**src/rtl/gdnms_pkg.sv**
```systemverilog
// Shared types, widths, codes and the disk half-width function of the grid disk suppressor.
`timescale 1ns / 1ps
package gdnms_pkg;

  localparam int ID_W       = 16;
  localparam int LOC_W      = 19;
  localparam int LVL_W      = 2;
  localparam int STAT_W     = 2;
  localparam int INV_W      = 20;
  localparam int OFF_W      = 24;
  localparam int RAD_W      = 4;
  localparam int CFG_IDX_W  = 2;
  localparam int CFG_DATA_W = 24;

  // Product of a location and the unsigned inverse radius, and the Q.20 sum.
  localparam int PROD_W = LOC_W + INV_W + 1;
  localparam int RAW_W  = PROD_W + 1;
  localparam int FRAC_W = 20;
  localparam int BIN_W  = RAW_W - FRAC_W;
  localparam int CW     = BIN_W + 1;
  // The disk row counter runs from 0 to 2r+1.
  localparam int CNT_W  = RAD_W + 1;

  localparam logic [STAT_W-1:0] ST_ACCEPT   = 2'd0;
  localparam logic [STAT_W-1:0] ST_SUPPRESS = 2'd1;
  localparam logic [STAT_W-1:0] ST_OUTSIDE  = 2'd2;
  localparam logic [STAT_W-1:0] ST_CLEARED  = 2'd3;

  localparam logic [CFG_IDX_W-1:0] REG_INV_RADIUS  = 2'd0;
  localparam logic [CFG_IDX_W-1:0] REG_OFFSET_X    = 2'd1;
  localparam logic [CFG_IDX_W-1:0] REG_OFFSET_Y    = 2'd2;
  localparam logic [CFG_IDX_W-1:0] REG_DISK_RADIUS = 2'd3;

  typedef struct packed {
    logic              load;
    logic              clear;
    logic              mul_x;
    logic              mul_y;
    logic              coord_x;
    logic              coord_y;
    logic              rd_center;
    logic              paint;
    logic              st_we;
    logic [STAT_W-1:0] st_val;
    logic              out_load;
    logic [CNT_W-1:0]  cnt;
  } cmd_t;

  typedef struct packed {
    logic             is_clear;
    logic             lvl_bad;
    logic             outside;
    logic             center_hit;
    logic [RAD_W-1:0] radius;
  } sts_t;

  // Largest horizontal offset inside the disk of radius rad on a row d away.
  function automatic logic [RAD_W-1:0] disk_half(input logic [RAD_W-1:0] rad,
                                                 input logic [RAD_W-1:0] d);
    logic [RAD_W-1:0] h;
    int               lim;
    h   = '0;
    lim = int'(rad) * int'(rad) - int'(d) * int'(d);
    for (int i = 0; i < (1 << RAD_W); i++) begin
      if (i * i <= lim) begin
        h = RAD_W'(i);
      end
    end
    return h;
  endfunction

endpackage

```
**src/rtl/gdnms_ctrl.sv**
```systemverilog
// Sequencer: steps one transaction through bin mapping, center test and disk paint.
`timescale 1ns / 1ps
module gdnms_ctrl (
  input  logic              clk,
  input  logic              rst_n,
  input  logic              in_valid,
  output logic              in_ready,
  output logic              out_valid,
  input  logic              out_ready,
  output gdnms_pkg::cmd_t   cmd,
  input  gdnms_pkg::sts_t   sts
);
  import gdnms_pkg::*;

  localparam logic [2:0] S_IDLE  = 3'd0;
  localparam logic [2:0] S_DEC   = 3'd1;
  localparam logic [2:0] S_MY    = 3'd2;
  localparam logic [2:0] S_CY    = 3'd3;
  localparam logic [2:0] S_CHK   = 3'd4;
  localparam logic [2:0] S_TEST  = 3'd5;
  localparam logic [2:0] S_PAINT = 3'd6;
  localparam logic [2:0] S_DONE  = 3'd7;

  logic [2:0]       state_r, state_nxt;
  logic [CNT_W-1:0] cnt_r, cnt_nxt;
  logic             out_valid_r, out_valid_nxt;

  always_comb begin
    state_nxt     = state_r;
    cnt_nxt       = cnt_r;
    out_valid_nxt = out_valid_r;
    cmd           = '0;
    cmd.cnt       = cnt_r;
    if (out_valid_r && out_ready) begin
      out_valid_nxt = 1'b0;
    end
    unique case (state_r)
      S_IDLE: begin
        if (in_valid) begin
          cmd.load  = 1'b1;
          state_nxt = S_DEC;
        end
      end
      S_DEC: begin
        priority if (sts.is_clear) begin
          cmd.clear  = 1'b1;
          cmd.st_we  = 1'b1;
          cmd.st_val = ST_CLEARED;
          state_nxt  = S_DONE;
        end else if (sts.lvl_bad) begin
          cmd.st_we  = 1'b1;
          cmd.st_val = ST_OUTSIDE;
          state_nxt  = S_DONE;
        end else begin
          cmd.mul_x = 1'b1;
          state_nxt = S_MY;
        end
      end
      S_MY: begin
        cmd.coord_x = 1'b1;
        cmd.mul_y   = 1'b1;
        state_nxt   = S_CY;
      end
      S_CY: begin
        cmd.coord_y = 1'b1;
        state_nxt   = S_CHK;
      end
      S_CHK: begin
        if (sts.outside) begin
          cmd.st_we  = 1'b1;
          cmd.st_val = ST_OUTSIDE;
          state_nxt  = S_DONE;
        end else begin
          // A count equal to the radius addresses the center row.
          cmd.rd_center = 1'b1;
          cmd.cnt       = {1'b0, sts.radius};
          state_nxt     = S_TEST;
        end
      end
      S_TEST: begin
        cmd.st_we = 1'b1;
        if (sts.center_hit) begin
          cmd.st_val = ST_SUPPRESS;
          state_nxt  = S_DONE;
        end else begin
          cmd.st_val = ST_ACCEPT;
          cnt_nxt    = '0;
          state_nxt  = S_PAINT;
        end
      end
      S_PAINT: begin
        // Each step reads one disk row and writes back the row read before it.
        cmd.paint = 1'b1;
        if (cnt_r == {sts.radius, 1'b1}) begin
          state_nxt = S_DONE;
        end else begin
          cnt_nxt = cnt_r + 1'b1;
        end
      end
      S_DONE: begin
        if (!out_valid_r || out_ready) begin
          cmd.out_load  = 1'b1;
          out_valid_nxt = 1'b1;
          state_nxt     = S_IDLE;
        end
      end
    endcase
  end

  always_ff @(posedge clk) begin
    if (!rst_n) begin
      state_r     <= S_IDLE;
      cnt_r       <= '0;
      out_valid_r <= 1'b0;
    end else begin
      state_r     <= state_nxt;
      cnt_r       <= cnt_nxt;
      out_valid_r <= out_valid_nxt;
    end
  end

  assign in_ready  = (state_r == S_IDLE);
  assign out_valid = out_valid_r;
endmodule

```
**config.mk**
```make
export PLATFORM = sky130hd
export DESIGN_NAME = gdnms_ctrl
export DESIGN_NICKNAME = d
export VERILOG_FILES = /design/src/rtl/gdnms_pkg.sv /design/src/rtl/gdnms_ctrl.sv
export SDC_FILE = /design/constraint.sdc
export NUM_CORES = 1
export LEC_CHECK = 0
export ABC_CLOCK_PERIOD_IN_PS = 3550
export BUFFER_PORTS_ARGS = -buffer_cell sky130_fd_sc_hd__clkbuf_2
export CORE_MARGIN = 5
export CORE_UTILIZATION = 49
export DETAILED_ROUTE_END_ITERATION = 7
export GPL_TIMING_DRIVEN = 0
export PLACE_DENSITY_LB_ADDON = 0.25
export SYNTH_ARGS = -nofsm -noshare
export SYNTH_HDL_FRONTEND = slang
export SYNTH_SLANG_ARGS = --single-unit
```
**constraint.sdc**
```tcl
create_clock -name clk -period 3.55 [get_ports clk]
set_clock_uncertainty 0.1 [all_clocks]
set_input_delay 0.1775 -clock clk [delete_from_list [all_inputs] [get_ports clk]]
set_output_delay 0.1775 -clock clk [all_outputs]
set_load 0.01 [all_outputs]
```
==> results of run 1 <==
-- metal layers --
| layer | track usage (%) | vias up | routed length [µm] | share of wire (%) |
|---|---|---|---|---|
| met4 | 4.84 | 0 | 10 | 0.62 |
| met2 | 27.4 | 21 | 773 | 48 |
| met1 | 18.6 | 333 | 673 | 42 |
| met5 | 0 | - | 0 | 0 |
| li1 | - | 384 | - | - |
| met3 | 8.65 | 2 | 163 | 10 |
-- cells by family (layout without fill, tap and decap cells) --
group,count (synthesis),after routing
and+or+nand+nor,43,43
AOI/OAI and AO/OA,17,17
DFF,9,9
buffers and inverters,6,40
muxes,5,5
xor gates and xnor gates,4,4
adders and majority gates,1,1
-- layout make-up --
type / count / area (µm²)
Multi-Input combinational cell: 70 / 487
Sequential cell: 9 / 180
Fill cell: 131 / 433
Clock buffer: 4 / 26.3
Tap cell: 15 / 18.8
Timing Repair Buffer: 30 / 150
Buffer: 6 / 38.8
-- placed cells by master, fill, tap and decap left out, drive strengths merged, types with 2 or more instances in the layout --
cell | Yosys | final
clkbuf | 0 | 34
dfxtp | 9 | 9
nand2 | 9 | 9
nor2 | 6 | 6
nand3 | 6 | 6
buf | 6 | 6
mux2 | 4 | 4
nor2b | 4 | 4
nor3 | 4 | 4
xnor2 | 4 | 4
o21ai | 4 | 4
a21o | 3 | 3
nor3b | 3 | 3
nand3b | 2 | 2
a21oi | 2 | 2
nand2b | 2 | 2
a22o | 2 | 2
and2 | 2 | 2
-- flip-flops by register name, summed over array words and instances, names as in the netlist --
| name | count |
|---|---|
| cnt_r | 5 |
| out_valid | 1 |
| state_r | 3 |
-- path summary, 6_finish.rpt --
kind                                 start   endpoint  slack (ps)  cells past startpoint
worst max-delay path            state_r[2]     cmd[3]        1640                      4
worst min-delay path             out_ready  out_valid         150                      4
worst max register to register    cnt_r[3]   cnt_r[3]        2070                      5
worst min register to register    cnt_r[1]   cnt_r[1]         440                      2
-- power by group --
part           internal (W)  switching (W)
clock             0.0000433      0.0000348
combinational      0.000130       0.000158
sequential         0.000117      0.0000142
-- critical path: cells and delay by family, from the launching register on --
kind	cells	cell delay (ps)
AND/OR/NAND/NOR	1	390
multiplexers	1	380
buffers and inverters	2	300
flip-flops	1	300
-- per-stage QoR --
| stage | hold WS [ps] | setup WS (ps) | cell area (µm²) | utilization (%) |
|---|---|---|---|---|
| floorplan | 206 | 2020 | 706 | - |
| detailed placement | 420 | 1910 | 875 | 65.6 |
| global placement | 414 | 1920 | 875 | 65.6 |
| CTS | 142 | 1610 | 901 | 67.5 |
| global route | 164 | 1500 | 901 | 67.5 |
| finish | 147 | 1640 | 901 | 67.5 |
==> run summary, run 1 <==
status = finished clean
Post-synth ARST share = 0%
kind of critical path = register to output pin
Final HPWL DP = 1.29 mm
Final ANT Viol Nets = 0
PortBufs = 30
top-count cell post-synth = dfxtp_1
first-pass GRT wire length = 2.64 mm
final slew viol count = 0
Syn-to-layout area delta = 27.7%
setup bufs post-CTS = 0
Cells after Synth = 85
Initial Util = 52.9%
post-synth top area share = 25.5%
Tmin final = 1910 ps
CP cell instances = buf_2, nor4b_4, mux2_2, clkbuf_2
WL/cell = 12.1 µm
final setup vio count = 0
drt via density = 5.52
setup_tns = 0 ps
antenna violations before repair = 0
Max VDD drop = 0.262 mV
Synth Net Count = 98
most used flip-flop cell after synthesis = dfxtp_1
critical path's largest stage delay = 390 ps
Slowest-stage cell, CP = nor4b_4
TritonCTS Buffers = 3
First-pass DRT Iterations = 4
Global Route Usage Sum = 16.6%
vias in the first global route = 640
CTS tree = done
Simple-Gate Fraction of Synth Area = 36.3%
Yosys top cell by area = dfxtp_1
Critical Path Start Type = register
post-synthesis mux area share = 7.80%
required time worst endpoint = 3270 ps
count of final hold-check violations = 0
synthesis-stage register bit count = 9
max-cap check violation count = 0
max frequency = 0.523 GHz
later-pin clock latency in the skew report = 260 ps
Commonest cells post-synth = 9 x dfxtp_1, 8 x nand2_1, 6 x nand3_1, 6 x nor2_1
PwrDens = 552 mW/mm²
WP data arrival = 1640 ps
Synth Area in Compound Gates = 18.1%
DRC = 0
final worst path period share = 53.9%
Die Y = 48.0 µm
TritonCTS sink count = 9
Worst-path clk slew = 60 ps
share of layout cells above drive strength 1 = 42.0%
grt ovf = 0
HP Class = primary input to register
Slew HR = 63.8%
Synth area leaders = dfxtp_1 26%, mux2_2 6.4%, xnor2_1 5.0%
gp weighted congestion = 0.841
Initial DRC Count = 5
# resized after CTS = 0
Netlist cell types = 36
Avg Inst Size Synth = 8.30 µm²
Inserted Diodes = 0
Core Rows = 13
CTS root buf = clkbuf_4
core footprint = 0.00133 mm²
hold_buf cts = 0
Clock Path Buffers = 2
largest net degree at the start of global routing = 11
unrepaired setup endpoints after global routing = false
Layout Cells excl Fill = 134
io pins = 31
vias = 740
Die W = 48.0 µm
Worst Path Max Fanout = 8
Worst Setup End Kind = output pin
H-tree Lvls = 1
slew at the pin closest to its max-slew limit = 537 ps
placed cell count = 130
DRT Wirelength = 1.62 mm
EDFF count, synth = 0
Static Leak = 0.430 nW
Seq/Total Area, Yosys = 25.5%
Die ar. = 0.00230 mm²
largest family of logic cells by synthesized area = simple AND/OR/NAND/NOR gates
Synth Area in XOR/XNOR = 4.96%
YS warnings = 0
Post-Synthesis Cell Area = 706 µm²
Power, Total = 0.000497 W
post-synthesis adder-cell area fraction = 1.77%
Layout Nets = 133
Power figures use the tool's default switching activity.
==> run 2, diff against run 1 <==
--- a/config.mk
+++ b/config.mk
@@ -5,10 +5,11 @@
 export SDC_FILE = /design/constraint.sdc
 export NUM_CORES = 1
 export LEC_CHECK = 0
-export ABC_CLOCK_PERIOD_IN_PS = 3550
+export ABC_AREA = 1
+export ABC_CLOCK_PERIOD_IN_PS = 1800
 export BUFFER_PORTS_ARGS = -buffer_cell sky130_fd_sc_hd__clkbuf_2
 export CORE_MARGIN = 5
-export CORE_UTILIZATION = 49
+export CORE_UTILIZATION = 48
 export DETAILED_ROUTE_END_ITERATION = 7
 export GPL_TIMING_DRIVEN = 0
 export PLACE_DENSITY_LB_ADDON = 0.25
==> constraint.sdc (replaced) <==
create_clock -name clk -period 1.8 [get_ports clk]
set_clock_uncertainty 0.1 [all_clocks]
set_input_delay 0.09 -clock clk [delete_from_list [all_inputs] [get_ports clk]]
set_output_delay 0.09 -clock clk [all_outputs]
set_load 0.01 [all_outputs]
==> run 2 against run 1 <==
Compared with the run above: worst setup slack got worse by 1500 ps; area after synthesis increased by 23%; critical path depth increased by 2; global-route usage decreased by 0.24 points; core utilization decreased by 3.2 points.
==> run summary, run 2 <==
EDFF count, synth = 0
Critical Path Start Type = register
Largest Register = cnt_r
Clock Path Buffers = 2
Seq/Total Area, Yosys = 20.8%
Sequential cell area = 181 µm²
DRT Wirelength = 2.12 mm
antenna violations before repair = 0
WP data arrival = 1470 ps
gp weighted congestion = 0.803
Netlist cell types = 25
HP Start = rst_n
grt ovf = 0
post-synth top area share = 20.8%
Syn-to-layout area delta = 28.3%
top-count cell post-synth = nand2_1
Post-Place Worst Slack = 216 ps
Final HPWL DP = 1.68 mm
Worst Setup End Kind = output pin
CTS tree = done
share of layout cells above drive strength 1 = 32.9%
Initial DRC Count = 26
PortBufs = 29
worst reg-to-reg setup slack = 340 ps
most frequent cells in the layout = 37 x nand2_1, 28 x clkbuf_2, 21 x inv_1
Static Leak = 0.619 nW
Cells after Synth = 136
DRC = 0
Tmin final = 1660 ps
final setup vio count = 0
YS warnings = 0
Post-Synthesis Cell Area = 866 µm²
Setup WS post-layout = 142 ps
synthesis-stage register bit count = 9
Die Y = 52.5 µm
Layout Utilization = 64.3%
max reg flops = 5
Synth area leaders = dfxtp_1 21%, nand2_1 16%, inv_1 9.1%
most used flip-flop cell after synthesis = dfxtp_1
drt via density = 4.88
Commonest cells post-synth = 37 x nand2_1, 21 x inv_1, 16 x nor2_1
max frequency = 0.603 GHz
Worst-path clk slew = 60 ps
hold path cells = 2
max-cap check violation count = 0
commonest non-fill, non-tap cell in the layout = nand2_1
Yosys top cell by area = dfxtp_1
first-pass GRT wire length = 3.44 mm
TritonCTS Buffers = 3
FILL cells = 151
final slew viol count = 0
Max VDD drop = 0.742 mV
largest net degree at the start of global routing = 11
PwrDens = 1260 mW/mm²
slew at the pin closest to its max-slew limit = 336 ps
status = finished clean
core footprint = 0.00173 mm²
Inserted Diodes = 0
kind of critical path = register to output pin
CTS root buf = clkbuf_4
vias = 967
multi-input logic area = 559 µm²
TritonCTS sink count = 9
Layout Nets = 187
count of final hold-check violations = 0
Worst Path Max Fanout = 7
HP Class = primary input to register
required time worst endpoint = 1610 ps
final worst path period share = 92.1%
Worst R2R End = state_r[1]
Avg Inst Size Synth = 6.37 µm²
Die ar. = 0.00275 mm²
vias in the first global route = 820
Post-synth ARST share = 0%
H-tree Lvls = 1
R2R Path Start = cnt_r[1]
WL/cell = 10.7 µm
Core Rows = 15
io pins = 31
Die W = 52.5 µm
Synth Net Count = 149
First-pass DRT Iterations = 4
Final ANT Viol Nets = 0
Global Route Usage Sum = 16.4%
Initial Util = 50.1%
R2R cell count = 9
Slew HR = 77.5%
later-pin clock latency in the skew report = 250 ps
Hold EP = out_valid
## run 2: report_power, final
part | switching [W] | leakage (nW) | internal, W
Combinational | 0.000550 | 0.530 | 0.000362
Clock | 0.0000619 | 0.0150 | 0.0000849
Sequential | 0.0000818 | 0.0740 | 0.000264
Total | 0.000694 | 0.619 | 0.000712
## run 2: cell type report
type,count,share of cell area (%)
multi-input cells,98,50.3
inverters,25,8.90
clock buffers,4,2.36
well taps,25,2.82
plain buffers,4,3.38
repair buffers,33,15.9
flip-flops and latches,9,16.3
## run 2: cell families (layout without fill, tap and decap cells)
family	count (synthesis)	after routing	synth area share (%)
simple gates	85	85	55.6
buf+inv	29	66	14.6
compound gates	12	12	7.51
flops	9	9	20.8
fa+ha+maj	1	1	1.44
## run 2: through the flow
step / power (W) / cell area [µm²] / hold WS (ps) / setup TNS [ps] / std cells
after floorplan: 0.000968 / 866 / 117 / 0 / 136
after global placement: 0.00119 / 1040 / 269 / 0 / 190
after detailed placement: 0.00121 / 1040 / 282 / 0 / 190
after CTS: 0.00136 / 1070 / 10.7 / 0 / 194
after global routing: 0.00154 / 1110 / 12.6 / -6.95 / 198
final: 0.00141 / 1110 / 14.3 / 0 / 198
## run 2: layer usage
metal	up-vias	global-route usage, %	wire, µm
met5	-	0	0
met4	0	7.66	43
met3	6	1.14	159
met2	47	26.9	960
met1	406	21.6	956
li1	508	-	-
## run 2: worst max-delay path by stage
stage                     from  endpoint  slack [ps]  depth (start not counted)
finish              state_r[1]    cmd[3]         140                          6
global route        state_r[1]    cmd[0]          -7                          6
CTS                 state_r[2]    cmd[2]           8                          6
detailed placement  state_r[2]    cmd[2]         220                          6
global placement    state_r[2]    cmd[1]         250                          6
floorplan           state_r[2]    cmd[0]         380                          4
## run 2: critical path: stages (launching register included)
cell	delay [ps]
dfxtp_1	310
buf_6	150
nor4_4	330
buf_6	160
nand2_1	40
o21ai_0	60
clkbuf_2	160
## run 2: repair_timing
action                                  CTS  global route
endpoints found under the setup margin    4             6
cloned                                    0             1
hold buffers                              0             0
pin swaps                                 1             1
buffers inserted                          0             3
resized for setup                         0             6
==> run 3, diff against run 2 <==
--- a/config.mk
+++ b/config.mk
@@ -6,13 +6,15 @@
 export NUM_CORES = 1
 export LEC_CHECK = 0
 export ABC_AREA = 1
-export ABC_CLOCK_PERIOD_IN_PS = 1800
+export ABC_CLOCK_PERIOD_IN_PS = 2000
 export BUFFER_PORTS_ARGS = -buffer_cell sky130_fd_sc_hd__clkbuf_2
 export CORE_MARGIN = 5
-export CORE_UTILIZATION = 48
+export CORE_UTILIZATION = 50
 export DETAILED_ROUTE_END_ITERATION = 7
 export GPL_TIMING_DRIVEN = 0
 export PLACE_DENSITY_LB_ADDON = 0.25
+export REMOVE_ABC_BUFFERS = 1
+export SKIP_LAST_GASP = 1
 export SYNTH_ARGS = -nofsm -noshare
 export SYNTH_HDL_FRONTEND = slang
 export SYNTH_SLANG_ARGS = --single-unit
==> constraint.sdc (replaced) <==
create_clock -name clk -period 2 [get_ports clk]
set_clock_uncertainty 0.1 [all_clocks]
set_input_delay 0.1 -clock clk [delete_from_list [all_inputs] [get_ports clk]]
set_output_delay 0.1 -clock clk [all_outputs]
set_load 0.01 [all_outputs]
==> run 3 against run 2 <==
Compared with the run above: core utilization fell by 2.6 points; final cell count fell by 7.1%; cell area fell by 6.2%; die area fell by 3.2%; clock power fell by 3%; worst setup slack improved by 150 ps; via count fell by 2.4%; critical endpoint is now cmd[0]; largest cell class unchanged.
==> run summary, run 3 (synthesis gave the netlist of run 2 again) <==
status = finished clean
Layout Nets = 181
First-pass DRT Iterations = 4
largest net degree at the start of global routing = 11
count of final hold-check violations = 0
setup_tns = 0 ps
Core Rows = 15
required time worst endpoint = 1800 ps
Die Y = 51.6 µm
Syn-to-layout area delta = 20.4%
Clock Path Buffers = 2
share of layout cells above drive strength 1 = 30.5%
Worst-path clk slew = 60 ps
Static Leak = 0.583 nW
vias in the first global route = 852
max reg flops = 5
CTS tree = done
Initial Util = 51.3%
Final HPWL DP = 1.66 mm
Tmin final = 1710 ps
Largest Register = cnt_r
Worst Setup End Kind = output pin
io pins = 31
TritonCTS sink count = 9
Die W = 51.6 µm
TritonCTS Buffers = 3
Initial DRC Count = 18
later-pin clock latency in the skew report = 270 ps
FILL cells = 170
drt via density = 5.13
slew at the pin closest to its max-slew limit = 484 ps
final slew viol count = 0
gp weighted congestion = 0.801
final setup vio count = 0
WL/cell = 11.0 µm
DRC = 0
HP Class = primary input to register
first-pass GRT wire length = 3.55 mm
final worst path period share = 85.4%
max frequency = 0.585 GHz
most frequent cells in the layout = 37 x nand2_1, 30 x clkbuf_2, 21 x inv_1
PortBufs = 30
PwrDens = 1150 mW/mm²
Power, Total = 0.00120 W
Global Route Usage Sum = 17.6%
DRT Wirelength = 2.02 mm
commonest non-fill, non-tap cell in the layout = nand2_1
Worst Path Max Fanout = 10
Setup WS post-layout = 292 ps
Max VDD drop = 0.692 mV
Die ar. = 0.00266 mm²
WP data arrival = 1510 ps
Critical Path Start Type = register
max-cap check violation count = 0
H-tree Lvls = 1
grt ovf = 0
CTS root buf = clkbuf_4
Slew HR = 67.7%
core footprint = 0.00169 mm²
Final ANT Viol Nets = 0
antenna violations before repair = 0
unrepaired setup endpoints after global routing = false
Post-Place Worst Slack = 205 ps
Inserted Diodes = 0
kind of critical path = register to output pin
vias = 944
## run 3: cell types whose count changed in the layout (fill, tap and decap cells not counted), sizes merged
cell / change
clkbuf: +2
buf: -8
## run 3: per-layer routing
metal	wire [µm]	up-vias	GRT usage (%)	share of wire, %
li1	-	494	-	-
met1	916	415	20.5	45
met2	926	30	29.4	46
met3	135	5	3.72	6.7
met4	46	0	10.5	2.3
met5	0	-	0	0
## run 3: what timing repair did
item,in CTS,in global routing
setup endpoints to repair,4,4
hold buffers,0,0
setup buffers,0,1
pin swaps,0,1
gates resized for setup,1,0
## run 3: power breakdown
group	total (W)	switching (W)	internal [W]
clock	0.000143	0.0000663	0.0000770
combinational	0.000699	0.000429	0.000270
sequential	0.000353	0.000115	0.000238
## run 3: metrics by stage
step           util [%]  cells  hold slack, ps  area (µm²)
5_1_grt            61.7    184            47.9        1040
6_report           61.7    184            49.3        1040
4_1_cts            61.3    183            46.8        1030
3_3_place_gp       59.6    179             319        1010
3_5_place_dp       59.6    179             337        1010
2_1_floorplan         -    132             118         836
## run 3: worst paths after layout
| path | from | end | slack [ps] | depth (start not counted) |
|---|---|---|---|---|
| setup / recovery | state_r[2] | cmd[0] | 290 | 6 |
| hold / removal | rst_n | cnt_r[1] | 50 | 3 |
| hold reg to reg | out_valid | state_r[0] | 500 | 4 |
| setup reg to reg | state_r[1] | state_r[0] | 420 | 7 |
## run 3: area by class of cell
class | instances | area (µm²) | share of cell area, %
timing repair buffer | 31 | 158 | 15.1
sequential | 9 | 181 | 17.4
inverter | 25 | 96.3 | 9.24
multi-input combinational | 98 | 559 | 53.7
tap | 17 | 21.3 | 2.04
clock buffer | 4 | 26.3 | 2.52
## run 3: worst max-delay path, stage by stage (launching register included)
cell and delay (ps):
dfxtp_2 470, inv_2 170, nor4_4 140, buf_4 190
nand2_1 50, o21ai_0 70, clkbuf_2 160
